<file path="src/design/tfidf_weight_table_defines.svh">
// Assertion macros used by the design file tfidf_weight_table.sv.
`ifndef TFIDF_WEIGHT_TABLE_DEFINES_SVH
`define TFIDF_WEIGHT_TABLE_DEFINES_SVH

// same-cycle implication, clocked by i_clk, off during reset
`define TFW_ASSERT_NOW(lbl, ante, cons, msg) \
    lbl: assert property (@(posedge i_clk) disable iff (!i_rst_n) (ante) |-> (cons)) \
        else $error(msg);

// next-cycle implication
`define TFW_ASSERT_NEXT(lbl, ante, cons, msg) \
    lbl: assert property (@(posedge i_clk) disable iff (!i_rst_n) (ante) |=> (cons)) \
        else $error(msg);

`endif

</file>
<file path="src/design/tfw_ram.sv">
module tfw_ram #(
    parameter int WIDTH = 16,
    parameter int DEPTH = 256
) (
    input  logic                     i_clk,
    input  logic                     i_we,
    input  logic [$clog2(DEPTH)-1:0] i_waddr,
    input  logic [WIDTH-1:0]         i_wdata,
    input  logic [$clog2(DEPTH)-1:0] i_raddr,
    output logic [WIDTH-1:0]         o_rdata
);

    logic [WIDTH-1:0] r_mem [DEPTH];
    logic [WIDTH-1:0] r_rdata;

    // one write port, registered read port
    always_ff @(posedge i_clk) begin
        if (i_we) r_mem[i_waddr] <= i_wdata;
        r_rdata <= r_mem[i_raddr];
    end

    assign o_rdata = r_rdata;

endmodule

</file>
<file path="config.mk">
export PLATFORM = sky130hd
export DESIGN_NAME = tfw_ram
export DESIGN_NICKNAME = d
export VERILOG_FILES = /design/src/design/tfidf_weight_table_defines.svh /design/src/design/tfw_ram.sv
export SDC_FILE = /design/constraint.sdc
export NUM_CORES = 2
export LEC_CHECK = 0
export BUFFER_PORTS_ARGS = -buffer_cell sky130_fd_sc_hd__buf_2
export CORE_UTILIZATION = 25
export DETAILED_ROUTE_END_ITERATION = 12
export GPL_TIMING_DRIVEN = 0
export PLACE_DENSITY = 0.38
export SLEW_MARGIN = 20
export SYNTH_ARGS = -nofsm -noshare
export SYNTH_HDL_FRONTEND = slang
export SYNTH_SLANG_ARGS = --single-unit
</file>
<file path="constraint.sdc">
create_clock -name i_clk -period 3 [get_ports i_clk]
set_input_delay 0.3 -clock i_clk [delete_from_list [all_inputs] [get_ports i_clk]]
set_output_delay 0.3 -clock i_clk [all_outputs]
set_load 0.05 [all_outputs]
</file>
# == Word level (Yosys, flattened, before mapping) ==
# Memory sizes are Yosys's and may differ from the RTL's. A register that Yosys moved wholly into a read port is not among the register bits.
# Cells that the tools add are included.
# totals
rom_bits,0
input_bits,34
register_bits,0
latch_bits,0
output_inout_bits,16
ram_bits,4096
mem_count,1
# classes
magnitude_cmp,0
muxes,2
reduce_logical,0
div_mod_pow,0
n_eq_ne,0
n_mul,0
n_shift,0
add_sub_neg,0
n_bitwise,0
# memory_table
memory,words,width,read_ports,rd_clocked_by_memory_dff,write_ports,line,source
r_mem,256,16,1,1,1,tfw_ram.sv:13,logic [WIDTH-1:0] r_mem [DEPTH];
# op_table
operator,n
$mux 1,2

# == Longest topological paths before layout ==
# logic_depth
ltp_word,2
mapped_depth,12

# == Least setup slack after synthesis ==
# OpenSTA, ideal clock, no wires.
# synth_path
path_kind,input-to-reg
startpoint,in i_waddr[3]
endpoint,"mem r_mem[235][0], enable pin"
stages,6
arrival_time_ns,2.077
setup_slack_ns,0.535
path_cell_list,clkbuf_1 -> nor2b_1 -> clkbuf_1 -> nand4_1 -> clkbuf_1 -> nor2_1
# synth_lines
item,line,source
start: declaration,tfw_ram.sv:7,"input logic [$clog2(DEPTH)-1:0] i_waddr,"
end: declaration,tfw_ram.sv:13,
# Straight into the memory's write port.

==> impl_metrics.csv <==
group,metric,value,unit
cts,cts_made_buffers,452,
yosys,synth_seq_cells,4112,
critical_path,r2r_end,"o_rdata[2]",
sta,fmax,315,MHz
yosys,ys.flop_type,"edfxtp_1",
placed_design,place_area,0.176,mm^2
cells_and_area,final_cell_area,0.191,mm^2
sta,finalSetupViolCount,11,
drt,first_iter_violations,9764,
critical_path,crit_required,3910,ps
placed_design,port_buffers,39,
drt,vias,81900,
sta,rsz0062_at_grt,"true",
critical_path,path_class,"input port to register",
yosys,synthesis.nets,7394,
outcome,violations,"negative setup slack",
yosys,yosys_warnings,0,
drt,drtAntennaViolNets,0,
cts,cts.clk_slew.worst_paths,70,ps
yosys,ys_async_sr_fraction,0,%
cts,cts-htree-levels,5,
outcome,outcome,"finished with violations",
sta,fin_skew,48.2,ps
sta,slew_headroom,22.5,%
cells_and_area,area_growth,20.6,%
critical_path,ff2ff_setup_slack,40,ps
cells_and_area,nets,8130,
floorplanning,die_y,799,um
drt,drt_first_pass_iters,6,
yosys,ys_top_cells_by_area,"edfxtp_1, mux4_2, mux2i_1",
floorplanning,initial_core_util,25.1,%
floorplanning,coreArea,0.632,mm^2
critical_path,end_kind,"register",
critical_path,crit_path_frequent_cell,"clkbuf_2",
floorplanning,num_rows,292,
sta,report.final.slew_viol_count,0,
pwr,switching_share,23.2,%
grt,grt.busiest_layer,"met2",
sta,worst_slack,-174,ps
yosys,synthCells,7360,
pwr,peakVddDrop,0.000494,V
worst_hold_path,min_delay_path_depth,3,
critical_path,timing.rr.start,"r_mem[54][2]",
flow_run,maxCapViolations,0,
drt,drc,0,
floorplanning,die_w,799,um
grt,antenna_found_initial,70,
worst_hold_path,hp-start,"i_waddr[7]",
grt,met3_usage,2.62,%
critical_path,path_cells,"clkbuf_2 > clkbuf_2 > clkdlybuf4s15_1 > o221ai_1 > o22ai_1 > a22oi_1 > nand3_1 > nor4_2 > buf_4",
critical_path,cp_slowest_cell,"clkdlybuf4s15_1",
cts,cts_tree,"yes",
pwr,p_clk_share,43.4,%
grt,gr-total-overflow,0,
yosys,yosysUniqueCellTypes,52,
grt,gr-usage-met1,25.4,%
pwr,p_seq_share,50.2,%
cells_and_area,multiInputGateArea,0.0353,mm^2
sta,hold_viol_final,0,
grt,grt_pass1_wl,785,mm
pwr,pwr-share-comb,6.4,%
cts,ctsLongestPathBuffers,4,
pwr,p_leak,58.9,nW
worst_hold_path,min_path_type,"input port to register",
grt,grt_pass1_vias,82800,
cts,cts-root-buf,"clkbuf_16",
cts,cts.sinks,4112,
placed_design,dp_hpwl,418,mm
pwr,switchingPower,29.2,mW
critical_path,critical_path_buf_inv_count,4,
drt,wirelength,597,mm
pwr,internal_power,97.0,mW
worst_hold_path,holdPathEnd,"r_mem[248][4]",
critical_path,crit_family,"buffers and inverters",
floorplanning,ios,50,
critical_path,worst_path_largest_cell_delay,860,ps
floorplanning,die_area,0.638,mm^2
critical_path,path_max_fanout,10,
cells_and_area,final_common_cell,"edfxtp_1",
critical_path,crit_cells,9,
yosys,syn_avg_cell_area,21.6,um^2
drt,wl_per_cell,35.4,um
grt,met2_usage,29.3,%
cells_and_area,final_util,30.3,%
placed_design,gp_congestion,0.882,
drt,drt-vias-per-instance,4.85,
sta,fin_crit_sh,106,%
yosys,yosysSeqAreaShare,77.7,%
grt,track_usage,18.2,%
critical_path,reg2reg_depth,6,
critical_path,setup.worst_path.start_class,"input port",
cells_and_area,drive_above_1_share,29.7,%
yosys,synth_edf_count,4096,
pwr,power_density,660,mW/mm^2
grt,grt_start_max_net_pins,111,
sta,finalCriticalPeriod,3170,ps
cells_and_area,mostFrequentLayoutCells,"edfxtp_1, mux4_2, mux2i_1, clkbuf_16, o221ai_1",
cells_and_area,seqCellArea,0.123,mm^2
yosys,synth_area,0.159,mm^2
yosys,synth_top_cell_by_area,"edfxtp_1",
cells_and_area,fillerInstances,60900,
yosys,synth_top_area_share,77.5,%
cts,worstSkewPairLatency,1030,ps
critical_path,crit_arrival,4090,ps
sta,tightest_slew,1160,ps
logic make-up after synthesis:
family / after synthesis / share of synthesized area (%)
mux: 1450 / 15.5
buf+inv: 456 / 1.69
simple gates: 556 / 1.57
flops: 4112 / 77.7
compound gates: 786 / 3.54
cells in the mapped netlist (2+ instances only):
master,count
edfxtp_1,4096
mux4_2,797
mux2i_1,565
nor2_1,304
o221ai_1,252
clkbuf_1,230
a21oi_1,175
o22ai_1,148
nor3_1,92
mux2_2,88
buf_6,77
buf_2,76
a22oi_1,43
nand2_1,38
o21ai_0,37
nand3_1,35
a22o_1,32
a221oi_1,28
buf_1,27
buf_4,26
nand4_1,26
o32ai_1,20
a211oi_1,18
nor4_1,17
dfxtp_1,16
o31ai_1,16
and3_1,11
buf_8,11
nor2b_1,9
a2111oi_0,6
a31oi_1,6
buf_12,5
or2_2,4
inv_1,3
nand2b_1,3
nand4b_1,3
a21o_1,2
and4_1,2
nor4bb_1,2
or3_1,2
cell type report:
type	count	area share [%]
antenna	45	0.0589
buffer	451	1.62
clock buffer	572	6.29
clock inverter	259	1.22
inverter	4	0.0111
multi-input combinational	2792	18.4
sequential	4112	64.4
tap	8379	5.48
timing repair buffer	283	2.43
worst reg2reg max path: cells and delay by family, from the launching register on:
kind | cells | cell delay (ps)
DFF | 1 | 360
AOI/OAI and AO/OA | 2 | 970
and+or+nand+nor | 1 | 120
muxes | 2 | 1160
buffers and inverters | 1 | 210
sequential cells by signal (all words and copies together) (netlist names):
name / count
r_mem: 4096
o_rdata: 16
through the flow:
| step | power, mW | TNS, ps | hold WS, ps | std cells | setup WS (ps) |
|---|---|---|---|---|---|
| finish | 126 | -827 | 108 | 16900 | -174 |
| floorplan | 67.9 | 0 | 399 | 7360 | 535 |
| global placement | 72.3 | - | 775 | 15800 | -5150 |
| detailed placement | 72.6 | -1315290 | 585 | 16000 | -2730 |
| CTS | 127 | 0 | 6.76 | 16800 | 2.45 |
| global route | 129 | -333 | 90.9 | 16900 | -74.8 |
power groups by stage:
stage,logic [mW],registers [mW],clock network [mW]
6_report,8.11,63.4,54.7
5_1_grt,8.35,63.4,57.7
4_1_cts,8.19,63.4,55.8
3_5_place_dp,7.99,64.6,0
3_3_place_gp,7.44,64.9,0
2_1_floorplan,3.12,64.7,0
layer usage:
| layer | part of all wire [%] | wire (um) |
|---|---|---|
| met3 | 5.6 | 33600 |
| met4 | 3.8 | 22900 |
| met5 | 0.012 | 69 |
| met1 | 44 | 262000 |
| met2 | 47 | 278000 |
how the worst max path moves through the flow:
stage                          to       start  slack [ps]
global placement       o_rdata[8]  i_raddr[2]       -5150
detailed placement     o_rdata[4]  i_raddr[1]       -2730
global route           o_rdata[5]  i_raddr[0]         -70
CTS                    o_rdata[7]  i_raddr[0]           2
finish                o_rdata[10]  i_raddr[4]        -170
floorplan           r_mem[235][0]  i_waddr[3]         530
what timing repair did:
action / CTS / global route
gates resized for setup: 251 / 34
buffers inserted: 2 / 3
hold buffers: 16 / 0
setup endpoints to repair: 16 / 16
gates cloned: 0 / 0
endpoints found under the hold margin: 1272 / 0
pin swaps: 1 / 5
Power figures use the tool's default switching activity.
